File: config.mk
export PLATFORM = sky130hd
export DESIGN_NAME = square_wave_sound_channel
export DESIGN_NICKNAME = d
export VERILOG_FILES = /design/src/rtl/sqch_pkg.sv /design/src/rtl/sqch_core.sv /design/src/rtl/square_wave_sound_channel.sv
export SDC_FILE = /design/constraint.sdc
export NUM_CORES = 1
export LEC_CHECK = 0
export BUFFER_PORTS_ARGS = -buffer_cell sky130_fd_sc_hd__buf_4
export CAP_MARGIN = 20
export CORE_UTILIZATION = 55
export DETAILED_ROUTE_END_ITERATION = 7
export PLACE_DENSITY = 0.75
export SYNTH_ARGS = -nofsm -noshare
export SYNTH_HDL_FRONTEND = slang
export SYNTH_SLANG_ARGS = --single-unit
File: constraint.sdc
create_clock -name clk_i -period 7.75 [get_ports clk_i]
set_input_delay 0.3875 -clock clk_i [delete_from_list [all_inputs] [get_ports clk_i]]
set_output_delay 0.3875 -clock clk_i [all_outputs]
set_load 0.1 [all_outputs]
File: src/rtl/sqch_pkg.sv
// Shared types, codes and helper functions for the square wave sound channel.
// No dependencies.
package sqch_pkg;

  localparam logic [1:0] FUNC_READ  = 2'd0;
  localparam logic [1:0] FUNC_WRITE = 2'd1;
  localparam logic [1:0] FUNC_TICK  = 2'd2;
  localparam logic [1:0] FUNC_FRAME = 2'd3;

  localparam logic [2:0] REG_SWEEP = 3'd0;
  localparam logic [2:0] REG_LEN   = 3'd1;
  localparam logic [2:0] REG_ENV   = 3'd2;
  localparam logic [2:0] REG_FLO   = 3'd3;
  localparam logic [2:0] REG_FHI   = 3'd4;
  localparam int unsigned NumRegs  = 5;

  localparam logic [2:0] STEP_SWEEP_A = 3'd2;
  localparam logic [2:0] STEP_SWEEP_B = 3'd6;
  localparam logic [2:0] STEP_ENV     = 3'd7;

  localparam logic CFG_HAS_SWEEP = 1'b0;

  typedef struct packed {
    logic [1:0] func;
    logic [2:0] reg_addr;
    logic [7:0] write_data;
    logic [2:0] seq_step;
  } item_t;

  typedef struct packed {
    logic [7:0] read_data;
    logic [3:0] sample;
    logic       channel_on;
  } result_t;

  function automatic logic [11:0] sweep_calc(logic [10:0] shadow, logic [7:0] sweep_reg);
    logic [10:0] delta;
    delta = shadow >> sweep_reg[2:0];
    if (sweep_reg[3]) begin
      return {1'b0, shadow} - {1'b0, delta};
    end
    return {1'b0, shadow} + {1'b0, delta};
  endfunction

  function automatic logic [13:0] reload_value(logic [10:0] freq);
    logic [11:0] diff;
    diff = 12'd2048 - {1'b0, freq};
    return {diff, 2'b00};
  endfunction

  function automatic logic duty_bit(logic [1:0] sel, logic [2:0] pos);
    logic [7:0] pattern;
    case (sel)
      2'd0: pattern = 8'b1000_0000;
      2'd1: pattern = 8'b1000_0001;
      2'd2: pattern = 8'b1110_0001;
      2'd3: pattern = 8'b0111_1110;
      default: pattern = 8'b0000_0000;
    endcase
    return pattern[pos];
  endfunction

endpackage

File: src/rtl/sqch_core.sv
// Channel state and single-pass next-state logic for one transaction.
// Depends on sqch_pkg.
module sqch_core (
  input  logic             clk_i,
  input  logic             rst_ni,
  input  logic             step_en_i,
  input  sqch_pkg::item_t  item_i,
  input  logic             has_sweep_i,
  output sqch_pkg::result_t result_o
);

  logic [7:0]  ctrl_q [sqch_pkg::NumRegs];
  logic [7:0]  ctrl_d [sqch_pkg::NumRegs];
  logic [10:0] freq_q, freq_d;
  logic [10:0] shadow_q, shadow_d;
  logic [13:0] timer_q, timer_d;
  logic [2:0]  duty_pos_q, duty_pos_d;
  logic [1:0]  duty_sel_q, duty_sel_d;
  logic [6:0]  len_q, len_d;
  logic [3:0]  vol_q, vol_d;
  logic [3:0]  env_cnt_q, env_cnt_d;
  logic [3:0]  sweep_cnt_q, sweep_cnt_d;
  logic        ch_on_q, ch_on_d;
  logic        dac_q, dac_d;
  logic        env_on_q, env_on_d;
  logic        sweep_on_q, sweep_on_d;
  logic [3:0]  sample_q, sample_d;

  logic [7:0]  rd;
  logic [2:0]  period;
  logic [2:0]  shift;
  logic [2:0]  eperiod;
  logic [11:0] nf_trig, nf1, nf2;
  logic [13:0] tmr;
  logic [2:0]  pos;
  logic [3:0]  sc, ec, vol;

  assign period  = ctrl_q[sqch_pkg::REG_SWEEP][6:4];
  assign shift   = ctrl_q[sqch_pkg::REG_SWEEP][2:0];
  assign eperiod = ctrl_q[sqch_pkg::REG_ENV][2:0];

  always_comb begin
    for (int i = 0; i < sqch_pkg::NumRegs; i++) begin
      ctrl_d[i] = ctrl_q[i];
    end
    freq_d      = freq_q;
    shadow_d    = shadow_q;
    timer_d     = timer_q;
    duty_pos_d  = duty_pos_q;
    duty_sel_d  = duty_sel_q;
    len_d       = len_q;
    vol_d       = vol_q;
    env_cnt_d   = env_cnt_q;
    sweep_cnt_d = sweep_cnt_q;
    ch_on_d     = ch_on_q;
    dac_d       = dac_q;
    env_on_d    = env_on_q;
    sweep_on_d  = sweep_on_q;
    sample_d    = sample_q;
    rd          = 8'd0;
    nf_trig     = 12'd0;
    nf1         = 12'd0;
    nf2         = 12'd0;
    tmr         = timer_q;
    pos         = duty_pos_q;
    sc          = sweep_cnt_q;
    ec          = env_cnt_q;
    vol         = vol_q;

    case (item_i.func)
      sqch_pkg::FUNC_READ: begin
        case (item_i.reg_addr)
          sqch_pkg::REG_SWEEP: rd = has_sweep_i ? ctrl_q[sqch_pkg::REG_SWEEP] : 8'd0;
          sqch_pkg::REG_LEN:   rd = ctrl_q[sqch_pkg::REG_LEN];
          sqch_pkg::REG_ENV:   rd = ctrl_q[sqch_pkg::REG_ENV];
          sqch_pkg::REG_FLO:   rd = ctrl_q[sqch_pkg::REG_FLO];
          sqch_pkg::REG_FHI:   rd = ctrl_q[sqch_pkg::REG_FHI];
          default:             rd = 8'd0;
        endcase
      end
      sqch_pkg::FUNC_WRITE: begin
        case (item_i.reg_addr)
          sqch_pkg::REG_SWEEP: begin
            ctrl_d[sqch_pkg::REG_SWEEP] = item_i.write_data;
            sweep_cnt_d = {1'b0, item_i.write_data[6:4]};
          end
          sqch_pkg::REG_LEN: begin
            ctrl_d[sqch_pkg::REG_LEN] = item_i.write_data;
            len_d      = 7'd64 - {1'b0, item_i.write_data[5:0]};
            duty_sel_d = item_i.write_data[7:6];
          end
          sqch_pkg::REG_ENV: begin
            ctrl_d[sqch_pkg::REG_ENV] = item_i.write_data;
            vol_d     = item_i.write_data[7:4];
            env_cnt_d = {1'b0, item_i.write_data[2:0]};
            dac_d     = |item_i.write_data[7:3];
          end
          sqch_pkg::REG_FLO: begin
            ctrl_d[sqch_pkg::REG_FLO] = item_i.write_data;
            freq_d = {freq_q[10:8], item_i.write_data};
          end
          sqch_pkg::REG_FHI: begin
            ctrl_d[sqch_pkg::REG_FHI] = item_i.write_data;
            freq_d = {item_i.write_data[2:0], freq_q[7:0]};
            if (item_i.write_data[7]) begin
              ch_on_d = 1'b1;
              if (len_q == 7'd0) begin
                len_d = 7'd64;
              end
              timer_d     = sqch_pkg::reload_value(freq_d);
              vol_d       = ctrl_q[sqch_pkg::REG_ENV][7:4];
              env_cnt_d   = {1'b0, eperiod};
              env_on_d    = 1'b1;
              shadow_d    = freq_d;
              sweep_cnt_d = (period != 3'd0) ? {1'b0, period} : 4'd8;
              sweep_on_d  = (period != 3'd0) || (shift != 3'd0);
              nf_trig     = sqch_pkg::sweep_calc(freq_d, ctrl_q[sqch_pkg::REG_SWEEP]);
              if (has_sweep_i && shift != 3'd0 && nf_trig[11]) begin
                ch_on_d = 1'b0;
              end
            end
          end
          default: ;
        endcase
      end
      sqch_pkg::FUNC_TICK: begin
        if (tmr != 14'd0) begin
          tmr = tmr - 14'd1;
        end
        if (tmr == 14'd0) begin
          pos = pos + 3'd1;
          tmr = sqch_pkg::reload_value(freq_q);
        end
        timer_d    = tmr;
        duty_pos_d = pos;
        sample_d   = (ch_on_q && dac_q && sqch_pkg::duty_bit(duty_sel_q, pos)) ? vol_q : 4'd0;
      end
      sqch_pkg::FUNC_FRAME: begin
        if (!item_i.seq_step[0] && ctrl_q[sqch_pkg::REG_FHI][6] && len_q != 7'd0) begin
          len_d = len_q - 7'd1;
          if (len_q == 7'd1) begin
            ch_on_d = 1'b0;
          end
        end
        if ((item_i.seq_step == sqch_pkg::STEP_SWEEP_A ||
             item_i.seq_step == sqch_pkg::STEP_SWEEP_B) && has_sweep_i) begin
          if (sc != 4'd0) begin
            sc = sc - 4'd1;
          end
          if (sc == 4'd0) begin
            sc = (period != 3'd0) ? {1'b0, period} : 4'd8;
            if (sweep_on_q && period != 3'd0) begin
              nf1 = sqch_pkg::sweep_calc(shadow_q, ctrl_q[sqch_pkg::REG_SWEEP]);
              if (nf1[11]) begin
                ch_on_d = 1'b0;
              end else if (shift != 3'd0) begin
                freq_d   = nf1[10:0];
                shadow_d = nf1[10:0];
                nf2 = sqch_pkg::sweep_calc(nf1[10:0], ctrl_q[sqch_pkg::REG_SWEEP]);
                if (nf2[11]) begin
                  ch_on_d = 1'b0;
                end
              end
            end
          end
          sweep_cnt_d = sc;
        end
        if (item_i.seq_step == sqch_pkg::STEP_ENV) begin
          if (ec != 4'd0) begin
            ec = ec - 4'd1;
          end
          if (ec == 4'd0) begin
            ec = (eperiod != 3'd0) ? {1'b0, eperiod} : 4'd8;
            if (eperiod != 3'd0 && env_on_q) begin
              if (ctrl_q[sqch_pkg::REG_ENV][3]) begin
                if (vol != 4'd15) begin
                  vol = vol + 4'd1;
                end
              end else if (vol != 4'd0) begin
                vol = vol - 4'd1;
              end
              if (vol == 4'd0 || vol == 4'd15) begin
                env_on_d = 1'b0;
              end
              vol_d = vol;
            end
          end
          env_cnt_d = ec;
        end
      end
      default: ;
    endcase
  end

  always_ff @(posedge clk_i or negedge rst_ni) begin
    if (!rst_ni) begin
      for (int i = 0; i < sqch_pkg::NumRegs; i++) begin
        ctrl_q[i] <= 8'd0;
      end
      freq_q      <= 11'd0;
      shadow_q    <= 11'd0;
      timer_q     <= 14'd0;
      duty_pos_q  <= 3'd0;
      duty_sel_q  <= 2'd0;
      len_q       <= 7'd0;
      vol_q       <= 4'd0;
      env_cnt_q   <= 4'd0;
      sweep_cnt_q <= 4'd0;
      ch_on_q     <= 1'b0;
      dac_q       <= 1'b0;
      env_on_q    <= 1'b0;
      sweep_on_q  <= 1'b0;
      sample_q    <= 4'd0;
    end else if (step_en_i) begin
      for (int i = 0; i < sqch_pkg::NumRegs; i++) begin
        ctrl_q[i] <= ctrl_d[i];
      end
      freq_q      <= freq_d;
      shadow_q    <= shadow_d;
      timer_q     <= timer_d;
      duty_pos_q  <= duty_pos_d;
      duty_sel_q  <= duty_sel_d;
      len_q       <= len_d;
      vol_q       <= vol_d;
      env_cnt_q   <= env_cnt_d;
      sweep_cnt_q <= sweep_cnt_d;
      ch_on_q     <= ch_on_d;
      dac_q       <= dac_d;
      env_on_q    <= env_on_d;
      sweep_on_q  <= sweep_on_d;
      sample_q    <= sample_d;
    end
  end

  assign result_o.read_data  = rd;
  assign result_o.sample     = sample_d;
  assign result_o.channel_on = ch_on_d;

endmodule

File: src/rtl/square_wave_sound_channel.sv
// Top level of the square wave sound channel: stream ports, APB port, stage registers.
// Depends on sqch_pkg and sqch_core.
//
//  channel   | dir | transaction when             | carries
//  s_axis    | in  | s_axis_tvalid & tready       | func, reg_addr, write_data, seq_step
//  m_axis    | out | m_axis_tvalid & tready       | read_data, sample, channel_on
//  apb       | in  | psel & penable & pwrite      | has_sweep at index 0
//
// One transaction per cycle sustained while m_axis_tready stays high; a result passes the input
// register and then the output register before its output transaction.
// The input register feeds the core, which updates all channel state whenever the stage advances.
// Reset clears all channel state and sets has_sweep.
// A stalled result holds the input stage; s_axis_tready drops only while both are full.
module square_wave_sound_channel (
  input  logic        clk_i,
  input  logic        rst_ni,
  input  logic        s_axis_tvalid,
  output logic        s_axis_tready,
  input  logic [15:0] s_axis_tdata,   // reg_addr[2:0], write_data[10:3], seq_step[13:11]
  input  logic [1:0]  s_axis_tuser,   // func[1:0]
  output logic        m_axis_tvalid,
  input  logic        m_axis_tready,
  output logic [15:0] m_axis_tdata,   // read_data[7:0], sample[11:8], channel_on[12]
  input  logic        psel,
  input  logic        penable,
  input  logic        pwrite,
  input  logic [2:0]  paddr,
  input  logic [31:0] pwdata,
  output logic [31:0] prdata,
  output logic        pready
);

  sqch_pkg::item_t   in_q;
  logic              in_valid_q;
  sqch_pkg::result_t out_q;
  logic              out_valid_q;
  sqch_pkg::result_t core_res;
  logic              advance;
  logic              has_sweep_q;
  logic              cfg_sel;

  assign advance       = in_valid_q && (!out_valid_q || m_axis_tready);
  assign s_axis_tready = !in_valid_q || advance;

  always_ff @(posedge clk_i or negedge rst_ni) begin
    if (!rst_ni) begin
      in_valid_q <= 1'b0;
    end else if (s_axis_tready) begin
      in_valid_q <= s_axis_tvalid;
    end
  end

  always_ff @(posedge clk_i) begin
    if (s_axis_tready && s_axis_tvalid) begin
      in_q.func       <= s_axis_tuser;
      in_q.reg_addr   <= s_axis_tdata[2:0];
      in_q.write_data <= s_axis_tdata[10:3];
      in_q.seq_step   <= s_axis_tdata[13:11];
    end
  end

  sqch_core u_core (
    .clk_i       (clk_i),
    .rst_ni      (rst_ni),
    .step_en_i   (advance),
    .item_i      (in_q),
    .has_sweep_i (has_sweep_q),
    .result_o    (core_res)
  );

  always_ff @(posedge clk_i or negedge rst_ni) begin
    if (!rst_ni) begin
      out_valid_q <= 1'b0;
    end else if (advance) begin
      out_valid_q <= 1'b1;
    end else if (m_axis_tready) begin
      out_valid_q <= 1'b0;
    end
  end

  always_ff @(posedge clk_i) begin
    if (advance) begin
      out_q <= core_res;
    end
  end

  assign m_axis_tvalid = out_valid_q;
  assign m_axis_tdata  = {3'd0, out_q.channel_on, out_q.sample, out_q.read_data};

  assign pready  = 1'b1;
  assign cfg_sel = (paddr[2] == sqch_pkg::CFG_HAS_SWEEP);

  always_ff @(posedge clk_i or negedge rst_ni) begin
    if (!rst_ni) begin
      has_sweep_q <= 1'b1;
    end else if (psel && penable && pwrite && pready && cfg_sel) begin
      has_sweep_q <= pwdata[0];
    end
  end

  assign prdata = cfg_sel ? {31'd0, has_sweep_q} : 32'd0;

endmodule

==> impl_metrics.tcl <==
set metrics [dict create \
    status "finished, final reports clean" \
    drive_gt1_share_pct 13.1 \
    synthArstFlopShare_pct 79.0 \
    finalCritPeriodShare_pct 93.9 \
    layoutNonFillerInstCount 1566 \
    drv_slew 0 \
    die_w_um 144 \
    crit_required_ps 8000 \
    place_congestion 0.944 \
    r2r-start "u_core.ctrl_q[32]" \
    min_from "s_axis_tdata[6]" \
    synth_enable_flop_cells 29 \
    fp.dieArea_um2 20700 \
    syn_area_um2 11100 \
    initial_utilization_pct 56.6 \
    placed_cells 1533 \
    end_kind "register" \
    holdBufCountCts 1 \
    wirelength_um 29400 \
    start_kind "register" \
    ys_ff_latch 138 \
    ff2ff_path_depth 30 \
    viasPerCell 6.31 \
    antenna_cells 0 \
    grt-ovfl-total 0 \
    clkTransAtPathRegs_ps 60 \
    hold_depth 1 \
    route.vias.total 9889 \
    area_delta_synth_final_pct 8.18 \
    grt_max_degree 77 \
    worst_slew_pin_slew_ps 1070 \
    syn_inst 1293 \
    dpl.hpwl_um 21200 \
    clock_skew_ps 10.5 \
    grt_antenna_before_repair 0 \
    crit_buf_inv 1 \
    fin_setup_tns_ps 0 \
    r2r_setup_slack_ps 470 \
    hold_path_class "input pin to register" \
    drt-initial-drc-count 912 \
    syn_area_per_cell_um2 8.58 \
    port_buffers 40 \
    cts_resized 0 \
    post-cts-setup-buffer-count 0 \
    critPathArrivalTime_ps 7530 \
    rows 51 \
    first_global_vias 9209 \
    ios 111 \
    reg2reg_to "m_axis_tdata[12]" \
    critical_path.max_stage_delay_ps 590 \
    firstDrtPassIters 5 \
    numCtsBuffers 17 \
    cap_violations 0 \
    path_delay_family "compound AO/OA/AOI/OAI gates" \
    worst-setup-path-type "register to register" \
    clockBufferDepth 2 \
    place_ws_ps 587 \
    placeableCoreArea_um2 19600 \
    setup_viol_count_final 0 \
    final_nets 1395 \
    critPathMaxFanout 17 \
    cts.sinks 138 \
    cts_tree "yes" \
    cts_root_buf "clkbuf_16" \
    critPathSlowestCell "dfrtp_2" \
    hold_viol_final 0 \
    cts_max_level 4 \
    ant_nets 0 \
    clock_latency_ps 430 \
    track_usage_pct 29.4 \
    post-route-util_pct 61.3 \
    synth_ff_type "dfrtp_1" \
    seq_area_frac_synth_pct 32.5 \
    fillers 1749 \
    grt_pass1_wl_um 47200 \
    yosys_warnings 0 \
    min_to "in_q[6]" \
    relSlewSlack_pct 28.4 \
    wl_per_cell_um 18.8 \
    rsz0062_at_grt "no" \
    layout_min_cycle_time_ps 7280 \
    die_h_um 144 \
    synth_cell_type_count 91 \
    fmax_mhz 137 \
    drc 0 \
    worst_slack_ps 469 \
]
[how the worst max path moves through the flow]
stage,endpoint,startpoint,slack (ps),cells past startpoint
finish,m_axis_tdata[12],u_core.ctrl_q[32],470,30
global route,m_axis_tdata[12],u_core.ctrl_q[32],20,30
CTS,m_axis_tdata[12],u_core.ctrl_q[32],540,30
detailed placement,m_axis_tdata[12],u_core.ctrl_q[32],590,30
global placement,m_axis_tdata[12],u_core.ctrl_q[32],650,30
floorplan,m_axis_tdata[12],u_core.ctrl_q[32],1420,31
[state kept, by name, indices dropped and copies added, names as in the netlist]
name                cells
u_core.shadow_q        11
m_axis_tvalid           1
u_core.sweep_on_q       1
u_core.freq_q          11
u_core.duty_sel_q       1
u_core.ctrl_q          39
has_sweep_q             1
m_axis_tdata           13
u_core.env_on_q         1
u_core.len_q            7
u_core.sweep_cnt_q      4
u_core.ch_on_q          1
u_core.dac_q            1
u_core.duty_pos_q       3
u_core.sample_q         4
in_valid_q              1
in_q                   16
u_core.timer_q         14
u_core.vol_q            4
u_core.env_cnt_q        4
[cell families after synthesis]
group	share of synthesized area [%]
simple gates	19.2
compound gates	21.2
buf+inv	6.89
flops	32.5
mux	11.0
xor+xnor	3.94
fa+ha+maj	5.37
other cells	0.0677
[through the flow]
stage | hold WS (ps) | instance area, µm²
5_1_grt | 117 | 12000
4_1_cts | 117 | 12000
3_3_place_gp | 370 | 11400
6_report | 130 | 12000
3_5_place_dp | 381 | 11400
2_1_floorplan | 91.9 | 11200
[layout make-up]
cell class	count	area, µm²	area share, %
Clock inverter	13	166	1.39
Timing Repair Buffer	59	458	3.82
Tap cell	265	332	2.76
Sequential cell	138	3600	30.0
Clock buffer	19	433	3.61
Multi-Input combinational cell	1030	6850	57.1
Inverter	42	158	1.31
[cell usage in the layout (no fill, tap or decap), types with 5 or more instances in the layout]
master,Yosys,routed
a21o_1,7,7
a22o_1,5,5
o31ai_1,5,5
buf_4,39,57
o211ai_1,11,11
nor2b_1,23,23
and3_1,9,9
and2_1,14,14
nand2b_1,21,21
a41oi_1,6,6
or3_1,8,8
nand2_1,143,143
xnor2_1,29,29
nand4_1,10,10
ha_1,46,46
o21ai_0,103,103
a21oi_1,73,73
mux2_2,50,50
conb_1,2,35
o21ai_1,9,9
a31oi_1,20,20
dfrtp_1,108,107
a22oi_1,13,13
nor4_1,5,5
o2111ai_1,5,5
inv_1,41,41
nor2_1,109,109
edfxtp_1,29,29
clkbuf_16,0,17
a222oi_1,5,5
a221oi_1,11,11
a211oi_1,5,5
o22ai_1,9,9
mux2i_1,46,46
or4_1,5,5
mux2_1,13,13
nor3_1,30,30
nand3_1,27,27
nand3b_1,7,7
xor2_1,19,19
[routing by layer]
metal | global-route usage (%) | part of all wire (%)
met1 | 41.0 | 45
met2 | 44.9 | 45
met3 | 5.26 | 7.6
met4 | 11.8 | 3.1
met5 | 0 | 0
[cell usage after synthesis, types with 11 or more instances]
cell type / number / area [µm²]
a21oi_1: 73 / 365
a221oi_1: 11 / 96.3
a22oi_1: 13 / 97.6
a31oi_1: 20 / 125
and2_1: 14 / 87.6
buf_4: 39 / 293
clkbuf_1: 63 / 236
dfrtp_1: 108 / 2700
edfxtp_1: 29 / 871
ha_1: 46 / 576
inv_1: 41 / 154
mux2_1: 13 / 146
mux2_2: 50 / 563
mux2i_1: 46 / 460
nand2_1: 143 / 537
nand2b_1: 21 / 131
nand3_1: 27 / 135
nor2_1: 109 / 409
nor2b_1: 23 / 144
nor3_1: 30 / 150
o211ai_1: 11 / 82.6
o21ai_0: 103 / 515
xnor2_1: 29 / 254
xor2_1: 19 / 166
Power is not shown: default switching activity piles up to over one toggle a cycle in this logic, so the estimate is an artifact.
